<file path="src/rtl/lds_pkg.sv">
// Shared types and constants for the differential steering controller.
package lds_pkg;

	localparam int unsigned GainW    = 16;
	localparam int unsigned SpeedW   = 12;
	localparam int unsigned ErrW     = 16;
	localparam int unsigned HeadW    = 24;
	localparam int unsigned RateW    = 16;
	localparam int unsigned OutW     = 14;
	localparam int unsigned DevW     = HeadW + 1;
	localparam int unsigned SumW     = GainW + DevW;
	localparam int unsigned FracW    = 8;
	localparam int unsigned QuotW    = SumW - FracW;
	localparam int unsigned SteerW   = SpeedW + 1;
	localparam int unsigned AddrW    = 5;
	localparam int unsigned DataW    = 32;

	localparam logic signed [GainW-1:0] GainLineRst    = 16'sd256;
	localparam logic signed [GainW-1:0] GainHeadingRst = 16'sd256;
	localparam logic signed [GainW-1:0] GainRateRst    = 16'sd0;
	localparam logic [SpeedW-1:0]       SteerLimitRst  = 12'd1000;
	localparam logic [SpeedW-1:0]       BaseSpeedRst   = 12'd30;

	typedef enum logic [2:0] {
		REG_GAIN_LINE    = 3'd0,
		REG_GAIN_HEADING = 3'd1,
		REG_GAIN_RATE    = 3'd2,
		REG_STEER_LIMIT  = 3'd3,
		REG_BASE_SPEED   = 3'd4
	} lds_reg_t;

	typedef struct packed {
		logic signed [GainW-1:0] gain_line;
		logic signed [GainW-1:0] gain_heading;
		logic signed [GainW-1:0] gain_rate;
		logic [SpeedW-1:0]       steer_limit;
		logic [SpeedW-1:0]       base_speed;
	} lds_cfg_t;

endpackage

</file>
<file path="src/rtl/lds_regs.sv">
// APB-style configuration register file for gains, steer limit and base speed.
module lds_regs (
	input  logic                            clk,
	input  logic                            arst_n,
	input  logic                            psel,
	input  logic                            penable,
	input  logic                            pwrite,
	input  logic [lds_pkg::AddrW-1:0]       paddr,
	input  logic [lds_pkg::DataW-1:0]       pwdata,
	output logic [lds_pkg::DataW-1:0]       prdata,
	output logic                            pready,
	output lds_pkg::lds_cfg_t               cfg
);

	lds_pkg::lds_cfg_t cfg_q;
	lds_pkg::lds_reg_t reg_sel;
	logic              wr_en;

	assign pready  = 1'b1;
	assign reg_sel = lds_pkg::lds_reg_t'(paddr[4:2]);
	assign wr_en   = psel && penable && pwrite && pready;
	assign cfg     = cfg_q;

	always_ff @(posedge clk or negedge arst_n) begin
		if (!arst_n) begin
			cfg_q.gain_line    <= lds_pkg::GainLineRst;
			cfg_q.gain_heading <= lds_pkg::GainHeadingRst;
			cfg_q.gain_rate    <= lds_pkg::GainRateRst;
			cfg_q.steer_limit  <= lds_pkg::SteerLimitRst;
			cfg_q.base_speed   <= lds_pkg::BaseSpeedRst;
		end else if (wr_en) begin
			case (reg_sel)
				lds_pkg::REG_GAIN_LINE:    cfg_q.gain_line    <= pwdata[15:0];
				lds_pkg::REG_GAIN_HEADING: cfg_q.gain_heading <= pwdata[15:0];
				lds_pkg::REG_GAIN_RATE:    cfg_q.gain_rate    <= pwdata[15:0];
				lds_pkg::REG_STEER_LIMIT:  cfg_q.steer_limit  <= pwdata[11:0];
				lds_pkg::REG_BASE_SPEED:   cfg_q.base_speed   <= pwdata[11:0];
				default: ;
			endcase
		end
	end

	always_comb begin
		case (reg_sel)
			lds_pkg::REG_GAIN_LINE:    prdata = 32'(cfg_q.gain_line);
			lds_pkg::REG_GAIN_HEADING: prdata = 32'(cfg_q.gain_heading);
			lds_pkg::REG_GAIN_RATE:    prdata = 32'(cfg_q.gain_rate);
			lds_pkg::REG_STEER_LIMIT:  prdata = {20'd0, cfg_q.steer_limit};
			lds_pkg::REG_BASE_SPEED:   prdata = {20'd0, cfg_q.base_speed};
			default:                   prdata = '0;
		endcase
	end

endmodule

</file>
<file path="src/rtl/lds_core.sv">
// Steering pipeline: heading hold state, gain multiply and sum, clamp and wheel speeds.
module lds_core (
	input  logic                                 clk,
	input  logic                                 arst_n,
	input  lds_pkg::lds_cfg_t                    cfg,
	input  logic                                 in_valid,
	output logic                                 in_stall,
	input  logic                                 run,
	input  logic                                 lost,
	input  logic signed [lds_pkg::ErrW-1:0]      line_error,
	input  logic signed [lds_pkg::HeadW-1:0]     heading,
	input  logic signed [lds_pkg::RateW-1:0]     yaw_rate,
	output logic                                 out_valid,
	input  logic                                 out_stall,
	output logic signed [lds_pkg::OutW-1:0]      left_speed,
	output logic signed [lds_pkg::OutW-1:0]      right_speed
);

	logic                                en1, en2, in_acc;
	logic                                v_s1, v_s2;

	logic signed [lds_pkg::HeadW-1:0]    held_q;
	logic                                was_lost_q;

	logic signed [lds_pkg::DevW-1:0]     dev_d;
	logic signed [lds_pkg::ErrW-1:0]     err_d;
	logic                                first_lost;

	logic                                run_s1;
	logic signed [lds_pkg::ErrW-1:0]     err_s1;
	logic signed [lds_pkg::DevW-1:0]     dev_s1;
	logic signed [lds_pkg::RateW-1:0]    rate_s1;

	logic signed [2*lds_pkg::GainW-1:0]  p_line, p_rate;
	logic signed [lds_pkg::SumW-1:0]     p_head, sum_d;

	logic signed [lds_pkg::QuotW-1:0]    quot, lim_pos, lim_neg;
	logic signed [lds_pkg::SteerW-1:0]   steer;
	logic signed [lds_pkg::OutW-1:0]     base_ext, left_d, right_d;

	logic                                run_s2;
	logic signed [lds_pkg::OutW-1:0]     left_s2, right_s2;

	// advance a stage when it is empty or the next one moves
	assign en2      = !v_s2 || !out_stall;
	assign en1      = !v_s1 || en2;
	assign in_stall = !en1;
	assign in_acc   = in_valid && en1;

	assign first_lost = lost && !was_lost_q;
	assign dev_d      = first_lost ? '0
	                  : lds_pkg::DevW'(heading) - lds_pkg::DevW'(held_q);
	assign err_d      = lost ? '0 : line_error;

	always_ff @(posedge clk or negedge arst_n) begin
		if (!arst_n) begin
			held_q     <= '0;
			was_lost_q <= 1'b0;
		end else if (in_acc && run) begin
			if (!lost) begin
				held_q     <= heading;
				was_lost_q <= 1'b0;
			end else if (!was_lost_q) begin
				held_q     <= heading;
				was_lost_q <= 1'b1;
			end
		end
	end

	always_ff @(posedge clk or negedge arst_n) begin
		if (!arst_n) begin
			v_s1 <= 1'b0;
			v_s2 <= 1'b0;
		end else begin
			if (en1) v_s1 <= in_valid;
			if (en2) v_s2 <= v_s1;
		end
	end

	always_ff @(posedge clk) begin
		if (in_acc) begin
			run_s1  <= run;
			err_s1  <= err_d;
			dev_s1  <= dev_d;
			rate_s1 <= yaw_rate;
		end
	end

	assign p_line = cfg.gain_line * err_s1;
	assign p_rate = cfg.gain_rate * rate_s1;
	assign p_head = cfg.gain_heading * dev_s1;
	assign sum_d  = p_head + lds_pkg::SumW'(p_line) + lds_pkg::SumW'(p_rate);

	// floor divide by 256, negate, clamp to the limit
	assign quot     = lds_pkg::QuotW'(sum_d >>> lds_pkg::FracW);
	assign lim_pos  = $signed({{(lds_pkg::QuotW-lds_pkg::SpeedW){1'b0}}, cfg.steer_limit});
	assign lim_neg  = -lim_pos;
	assign base_ext = $signed({{(lds_pkg::OutW-lds_pkg::SpeedW){1'b0}}, cfg.base_speed});

	always_comb begin
		if (quot > lim_pos) begin
			steer = -$signed({1'b0, cfg.steer_limit});
		end else if (quot < lim_neg) begin
			steer = $signed({1'b0, cfg.steer_limit});
		end else begin
			steer = lds_pkg::SteerW'(-quot);
		end
		if (run_s1) begin
			left_d  = base_ext + lds_pkg::OutW'(steer);
			right_d = base_ext - lds_pkg::OutW'(steer);
		end else begin
			left_d  = '0;
			right_d = '0;
		end
	end

	always_ff @(posedge clk) begin
		if (en2 && v_s1) begin
			run_s2   <= run_s1;
			left_s2  <= left_d;
			right_s2 <= right_d;
		end
	end

	assign out_valid   = v_s2;
	assign left_speed  = left_s2;
	assign right_speed = right_s2;

	a_held_follow: assert property (@(posedge clk) disable iff (!arst_n)
		in_acc && run && !lost |=> held_q == $past(heading))
		else $error("held heading did not follow heading while line seen");

	a_lost_keep: assert property (@(posedge clk) disable iff (!arst_n)
		in_acc && run && lost && was_lost_q |=> $stable(held_q))
		else $error("held heading changed during a continued loss");

	a_lost_set: assert property (@(posedge clk) disable iff (!arst_n)
		$rose(was_lost_q) |-> $past(in_acc && run && lost))
		else $error("loss flag set without an accepted lost transaction");

	a_speed_sum: assert property (@(posedge clk) disable iff (!arst_n)
		out_valid && run_s2 |->
		(16'(left_s2) + 16'(right_s2)) == {3'd0, cfg.base_speed, 1'b0})
		else $error("wheel speeds not symmetric about base speed");

	a_stopped: assert property (@(posedge clk) disable iff (!arst_n)
		out_valid && !run_s2 |-> left_s2 == '0 && right_s2 == '0)
		else $error("nonzero speed on a stopped transaction");

endmodule

</file>
<file path="src/rtl/lqr_differential_steering_top.sv">
// Top level of the state-feedback differential steering controller.
// Transactions go from the input register to the result register. Throughput:
// one transaction per cycle unless stalled; an input register (heading hold)
// feeds gain multiply, sum, clamp and wheel speeds into the result register.
// Reset clears the valid bits, held heading and loss flag, and loads
// the register defaults (gains 256/256/0, steer limit 1000, base speed 30).
module lqr_differential_steering_top (
	input  logic                                 clk,
	input  logic                                 arst_n,
	input  logic                                 psel,
	input  logic                                 penable,
	input  logic                                 pwrite,
	input  logic [lds_pkg::AddrW-1:0]            paddr,
	input  logic [lds_pkg::DataW-1:0]            pwdata,
	output logic [lds_pkg::DataW-1:0]            prdata,
	output logic                                 pready,
	input  logic                                 in_valid,
	output logic                                 in_stall,
	input  logic                                 run,
	input  logic                                 lost,
	input  logic signed [lds_pkg::ErrW-1:0]      line_error,
	input  logic signed [lds_pkg::HeadW-1:0]     heading,
	input  logic signed [lds_pkg::RateW-1:0]     yaw_rate,
	output logic                                 out_valid,
	input  logic                                 out_stall,
	output logic signed [lds_pkg::OutW-1:0]      left_speed,
	output logic signed [lds_pkg::OutW-1:0]      right_speed
);

	lds_pkg::lds_cfg_t cfg;

	lds_regs u_regs (
		.clk     (clk),
		.arst_n  (arst_n),
		.psel    (psel),
		.penable (penable),
		.pwrite  (pwrite),
		.paddr   (paddr),
		.pwdata  (pwdata),
		.prdata  (prdata),
		.pready  (pready),
		.cfg     (cfg)
	);

	lds_core u_core (
		.clk         (clk),
		.arst_n      (arst_n),
		.cfg         (cfg),
		.in_valid    (in_valid),
		.in_stall    (in_stall),
		.run         (run),
		.lost        (lost),
		.line_error  (line_error),
		.heading     (heading),
		.yaw_rate    (yaw_rate),
		.out_valid   (out_valid),
		.out_stall   (out_stall),
		.left_speed  (left_speed),
		.right_speed (right_speed)
	);

endmodule

</file>
<file path="config.mk">
export PLATFORM = sky130hd
export DESIGN_NAME = lqr_differential_steering_top
export DESIGN_NICKNAME = d
export VERILOG_FILES = /design/src/rtl/lds_pkg.sv /design/src/rtl/lds_regs.sv /design/src/rtl/lds_core.sv /design/src/rtl/lqr_differential_steering_top.sv
export SDC_FILE = /design/constraint.sdc
export NUM_CORES = 2
export LEC_CHECK = 0
export BUFFER_PORTS_ARGS = -buffer_cell sky130_fd_sc_hd__buf_2
export CAP_MARGIN = 10
export CORE_MARGIN = 5
export CORE_UTILIZATION = 55
export CTS_CLUSTER_DIAMETER = 80
export DETAILED_ROUTE_END_ITERATION = 12
export PLACE_DENSITY = 0.77
export SYNTH_ARGS = -nofsm -noshare
export SYNTH_HDL_FRONTEND = slang
export SYNTH_HIERARCHICAL = 1
export SYNTH_SLANG_ARGS = --single-unit
</file>
<file path="constraint.sdc">
create_clock -name clk -period 20.8 [get_ports clk]
set_input_delay 1.04 -clock clk [delete_from_list [all_inputs] [get_ports clk]]
set_output_delay 1.04 -clock clk [all_outputs]
set_load 0.02 [all_outputs]
</file>
**After elaboration in Yosys (flattened, before gate mapping)**

Index checks and enable logic that the tools add are counted.

- Bits in registers: 185
- Bits of input ports: 102
- Output and inout bits: 63
- Logic and storage cells: 59

- Add/sub/neg operators: 8
- $mul: 3
- Order comparisons: 2
- Equal/unequal tests: 5
- Multiplexer cells: 6
- Reduce and logical (&&, ||, !) cells: 20

Operator list:

| cell | number |
|---|---|
| $pmux W32 S5 | 1 |
| $add A41 B32 Y41 | 2 |
| $mul A16 B16 Y32 | 2 |
| $mux W24 | 2 |
| $mul A16 B25 Y41 | 1 |
| $gt A33 B13 Y1 | 1 |
| $lt A33 B33 Y1 | 1 |
| $neg A12 Y33 | 1 |
| $mux W13 | 2 |
| $sub A24 B24 Y25 | 1 |
| $add A13 B13 Y14 | 1 |
| $sub A13 B13 Y14 | 1 |
| $neg A12 Y13 | 1 |
| $neg A13 Y13 | 1 |
| $reduce_and A2 Y1 | 6 |
| $eq A3 B2 Y1 const B | 2 |
| $logic_and A1 B1 Y1 | 6 |
| $logic_not A1 Y1 | 5 |
| $eq A3 B1 Y1 const B | 1 |
| $eq A3 B3 Y1 const B | 1 |
| $logic_not A3 Y1 | 1 |
| $logic_or A1 B1 Y1 | 2 |
| $ne A2 B2 Y1 const B | 1 |
| $mux W1 | 1 |

**Depth between registers and ports, before layout**

- Word-level depth: 7
- Mapped depth: 57
- Gate-level depth less buffers: 55

**Modules after synthesis**

The synthesis kept the hierarchy.

By module, submodules not included:

| module | times used | cells an instance | area an instance (µm²) | sequential area each (µm²) |
|---|---|---|---|---|
| lds_core | 1 | 4584 | 44446.4 | 3228.1 |
| lds_regs | 1 | 257 | 3512.1 | 1816.7 |

**Worst setup path before layout**

Ideal clock, no wire load.

- Kind: flip-flop to flip-flop
- Start: register u_regs.cfg_q, in the netlist u_regs/cfg[39]
- End: register u_core.left_s2, in the netlist u_core/left_speed[12] (data pin)
- Setup time: 0.149 ns
- Arrival: 12.295 ns
- Data required time: 20.651 ns
- Path slack: 8.357 ns
- Stages on the path, launching flop included: 50
- Buffers on the path: 3
- Period minus slack after synthesis: 12.443 ns
- Path through: dfrtp_1 and2_1 inv_1 fa_1 inv_1 fa_1 inv_1 fa_1 fa_1 inv_1 fa_1 fa_1 fa_1 fa_1 fa_1 ha_1 clkbuf_1 nand2_1 (+14 left out) buf_6 nand2_1 mux2i_1 ha_1 inv_1 fa_1 nor2b_1 o21ai_0 a21oi_1 o21ai_0 a21oi_1 o21ai_0 nand2b_1 a21oi_1 o21bai_1 nand3_1 a21bo_2 mux2i_1

- Cells in the longest elaborated chain, start to end: 6
- Elaborated cells between the ends (all ways): 8

Ends and longest elaborated chain:

| element | line | RTL |
|---|---|---|
| start, declared | lds_regs.sv:15 | `lds_pkg::lds_cfg_t cfg_q;` |
| $mul A16 B16 Y32 * | lds_core.sv:90 | `assign p_rate = cfg.gain_rate * rate_s1;` |
| $add A41 B32 Y41 * | lds_core.sv:92 | `assign sum_d = p_head + lds_pkg::SumW'(p_line) + lds_pkg::SumW'(p_rate);` |
| $lt A33 B33 Y1 / $neg A13 Y13 (equally long branches) | lds_core.sv:103, lds_core.sv:106 |  |
| $mux W13 | lds_core.sv:103 | `end else if (quot < lim_neg) begin` |
| $mux W13 * | lds_core.sv:101 | `if (quot > lim_pos) begin` |
| $add A13 B13 Y14 * | lds_core.sv:109 | `left_d = base_ext + lds_pkg::OutW'(steer);` |
| end signal, assigned | lds_core.sv:120 | `left_s2 <= left_d;` |
| end, declared | lds_core.sv:42 | `logic signed [lds_pkg::OutW-1:0] left_s2, right_s2;` |

Every way passes the cells marked *; elsewhere a longest branch is shown, timed or not.
A chain may end at the register's enable or synchronous reset.

**Final worst setup path**

- Start: register u_core/rate_s1[1] (netlist name)
- End: register u_core.left_s2, in the netlist u_core/left_speed[13] (data pin)

- Cells in the longest elaborated chain, start to end: 6
- Elaborated cells between the ends (all ways): 8

Ends and longest elaborated chain:

| element | line | RTL |
|---|---|---|
| start, declared | lds_core.sv:32 | `logic signed [lds_pkg::RateW-1:0] rate_s1;` |
| start signal, assigned | lds_core.sv:85 | `rate_s1 <= yaw_rate;` |
| $mul A16 B16 Y32 * | lds_core.sv:90 |  |
| $add A41 B32 Y41 * | lds_core.sv:92 |  |
| $lt A33 B33 Y1 / $neg A13 Y13 (equally long branches) | lds_core.sv:103, lds_core.sv:106 |  |
| $mux W13 | lds_core.sv:103 |  |
| $mux W13 * | lds_core.sv:101 |  |
| $add A13 B13 Y14 * | lds_core.sv:109 |  |

Marked as above.

==> impl_metrics.ini <==
[cells_and_area]
fin_cells = 6041
layout.nets = 6415
final_common_cell = inv_1
mostFrequentLayoutCells = inv_1, fa_1, nand2_1
multi_input_area_um2 = 37300
seq_area_um2 = 5040
drive_gt1_share_pct = 8.13
fill_cells = 7166
syn_to_final_growth_pct = 4.90

[routing]
vias_per_cell = 5.41
vias = 32700
drt_first_pass_iters = 5
drt_iter0_markers = 2278
drc = 0
wl_um = 118000
antenna_left = 0
wl_per_cell_um = 19.6

[floorplanning]
core_um2 = 86600
die_w_um = 305
die_area_um2 = 93200
core.rowCount = 108
start_util_pct = 55.4
die_y_um = 305
ios = 165

[clock_tree]
clk_pin_slew_ns = 0.08
cts_setup_buffers = 0
cts_tree = built
clock-sinks = 184
cts.htree.levels = 4
clk_latency_ns = 0.52
numCtsBuffers = 17
cts.path.max_buffers = 2
cts_resized = 0
holdBufCountCts = 0
cts-root-buf = clkbuf_16

[worst_setup_path]
critical_path_required_ns = 21.15
worstPathMaxFanout = 39
crit_top_cell = fa_1
slowest_delay_ns = 0.77
end_kind = flop
cp-start-kind = flop
criticalPathCategory = flop to flop
cpMaxStageDelayCell = edfxtp_1
worstPathArrival_ns = 15.37

[yosys]
synth.ff_latch_count = 184
synth-edff-count = 85
synthFlopType = dfrtp_1
synth_cells = 4841
yosysUniqueCellTypes = 87
syn_avg_cell_area_um2 = 9.91
async_flop_share_pct = 53.8
synth_nets = 6386
yosysSeqAreaShare_pct = 10.5
ys_warn_count = 6
syn_area_um2 = 48000

[sta]
fin_skew_ns = 0.0191
max_freq_mhz = 66.6
finalHoldViolations = 0
finalSetupTns_ns = 0
maxSlewViolCount = 0
rsz0062_at_grt = no
min_period_ns = 15.02
slew-limit-headroom_pct = 18.9
worst_pin_slew_ns = 1.21
finalSetupViolations = 0
post-route-period-util_pct = 72.2

[grt]
gr-total-overflow = 0
grt_pass1_wl_um = 194000
grt_start_max_net_pins = 73
antenna_found_initial = 5
track_usage_pct = 26.3
grt_pass1_vias = 35900

[placed_design]
hpwl_um = 102000
portBuffers = 145
routabilityCongestion = 0.971
dp_cells = 6006

[run]
drv_cap = 0

[hold_path]
hp-class = input port to async pin

[outcome]
status = complete, no violations
## through the flow
| stage | cell area (µm²) | hold WS (ns) | setup slack [ns] | util [%] |
|---|---|---|---|---|
| detailed placement | 49700 | 0.464 | 6.05 | 57.4 |
| global placement | 49700 | 0.446 | 6.16 | 57.4 |
| floorplan | 48000 | 0.443 | 8.36 | - |
| finish | 50300 | 0.458 | 5.78 | 58.1 |
| global route | 50300 | 0.469 | 5.06 | 58.1 |
| CTS | 50300 | 0.437 | 5.94 | 58.1 |
## layout make-up
class | count | share of cell area [%]
clock buffer | 17 | 0.846
tap | 1155 | 2.87
sequential | 184 | 10.0
multi-input combinational | 3204 | 74.2
antenna | 3 | 0.0149
inverter | 1267 | 9.45
timing repair buffer | 196 | 2.21
clock inverter | 15 | 0.383
## cell families (layout without fill, tap and decap cells)
kind of cell | Yosys count | in the layout | synth area share [%]
AND/OR/NAND/NOR | 1225 | 1225 | 13.1
buffers and inverters | 1453 | 1495 | 11.7
adder cells (fa/ha/maj) | 1444 | 1444 | 55.3
multiplexers | 132 | 132 | 3.15
AO/OA/AOI/OAI | 297 | 297 | 4.33
other | 1 | 4 | 0.00782
XOR/XNOR | 105 | 105 | 1.92
flip-flops | 184 | 184 | 10.5
## sequential cells by signal (all words and copies together), names as in the netlist
signal              flops
u_core/held_q          24
u_core/rate_s1         16
u_core/was_lost_q       1
u_core/v_s1             1
u_regs/cfg             72
u_core/left_speed      14
u_core/right_speed     13
u_core/run_s1           1
u_core/err_s1          16
u_core/out_valid        1
u_core/dev_s1          25
## final timing paths
kind | from | to | slack, ns | depth (start not counted)
min | arst_n | u_core/v_s1$_DFFE_PN0N_ | 0.46 | 1
min reg2reg | u_core/v_s1$_DFFE_PN0N_ | u_core/out_valid$_DFFE_PN0P_ | 0.48 | 1
max | u_core/rate_s1[1]$_DFFE_PP_ | u_core/left_speed[13]$_SDFFCE_PN0P_ | 5.78 | 44
max reg2reg | u_core/rate_s1[1]$_DFFE_PP_ | u_core/left_speed[13]$_SDFFCE_PN0P_ | 5.78 | 44
min in group clk | u_core/v_s1$_DFFE_PN0N_ | u_core/out_valid$_DFFE_PN0P_ | 0.48 | 1
max in group asynchronous | arst_n | u_regs/cfg[43]$_DFFE_PN0P_ | 19.03 | 2
## metal layers
| metal | GRT usage [%] | wire length (µm) | up-vias |
|---|---|---|---|
| met5 | 0 | 13 | - |
| li1 | - | - | 14300 |
| met1 | 36.3 | 49500 | 16900 |
| met2 | 42.0 | 54700 | 1254 |
| met4 | 10.3 | 4980 | 2 |
| met3 | 4.83 | 9220 | 229 |
## synthesized netlist by cell type (all sizes together) (6+ instances only)
library cell	count	share of area, %
inv	1267	9.9
fa	1124	47
nand2	493	3.9
and2	450	5.9
ha	319	8.3
clkbuf	149	1.2
mux2	120	2.9
dfrtp	87	4.5
edfxtp	85	5.3
a21oi	78	0.81
xnor2	73	1.3
nor2	59	0.46
nor2b	56	0.73
o21ai	49	0.52
nand2b	46	0.60
buf	37	0.60
xor2	32	0.58
nand3	30	0.31
a21o	29	0.45
nor3	22	0.24
o21bai	20	0.31
or3	15	0.20
a32oi	12	0.22
dfstp	12	0.66
mux2i	12	0.25
a22oi	11	0.17
a211oi	10	0.19
nand4	10	0.13
and3	9	0.12
o21a	9	0.14
o221ai	9	0.16
o221a	8	0.19
a21boi	7	0.11
nor4	7	0.091
o211ai	7	0.11
o31ai	7	0.12
a31oi	6	0.091
nor3b	6	0.10
or2	6	0.078
## critical path: cells and delay by family (launching register included)
| kind | cells | cell delay, ns |
|---|---|---|
| fa+ha+maj | 12 | 5.95 |
| compound gates | 14 | 3.17 |
| simple gates | 11 | 2.75 |
| buf+inv | 5 | 1.28 |
| flops | 1 | 0.77 |
| xor+xnor | 1 | 0.51 |
| mux | 1 | 0.40 |
Power is left out: the tool's default activity adds up to more than one toggle a clock period on the data nets, which glitch-free logic cannot reach.
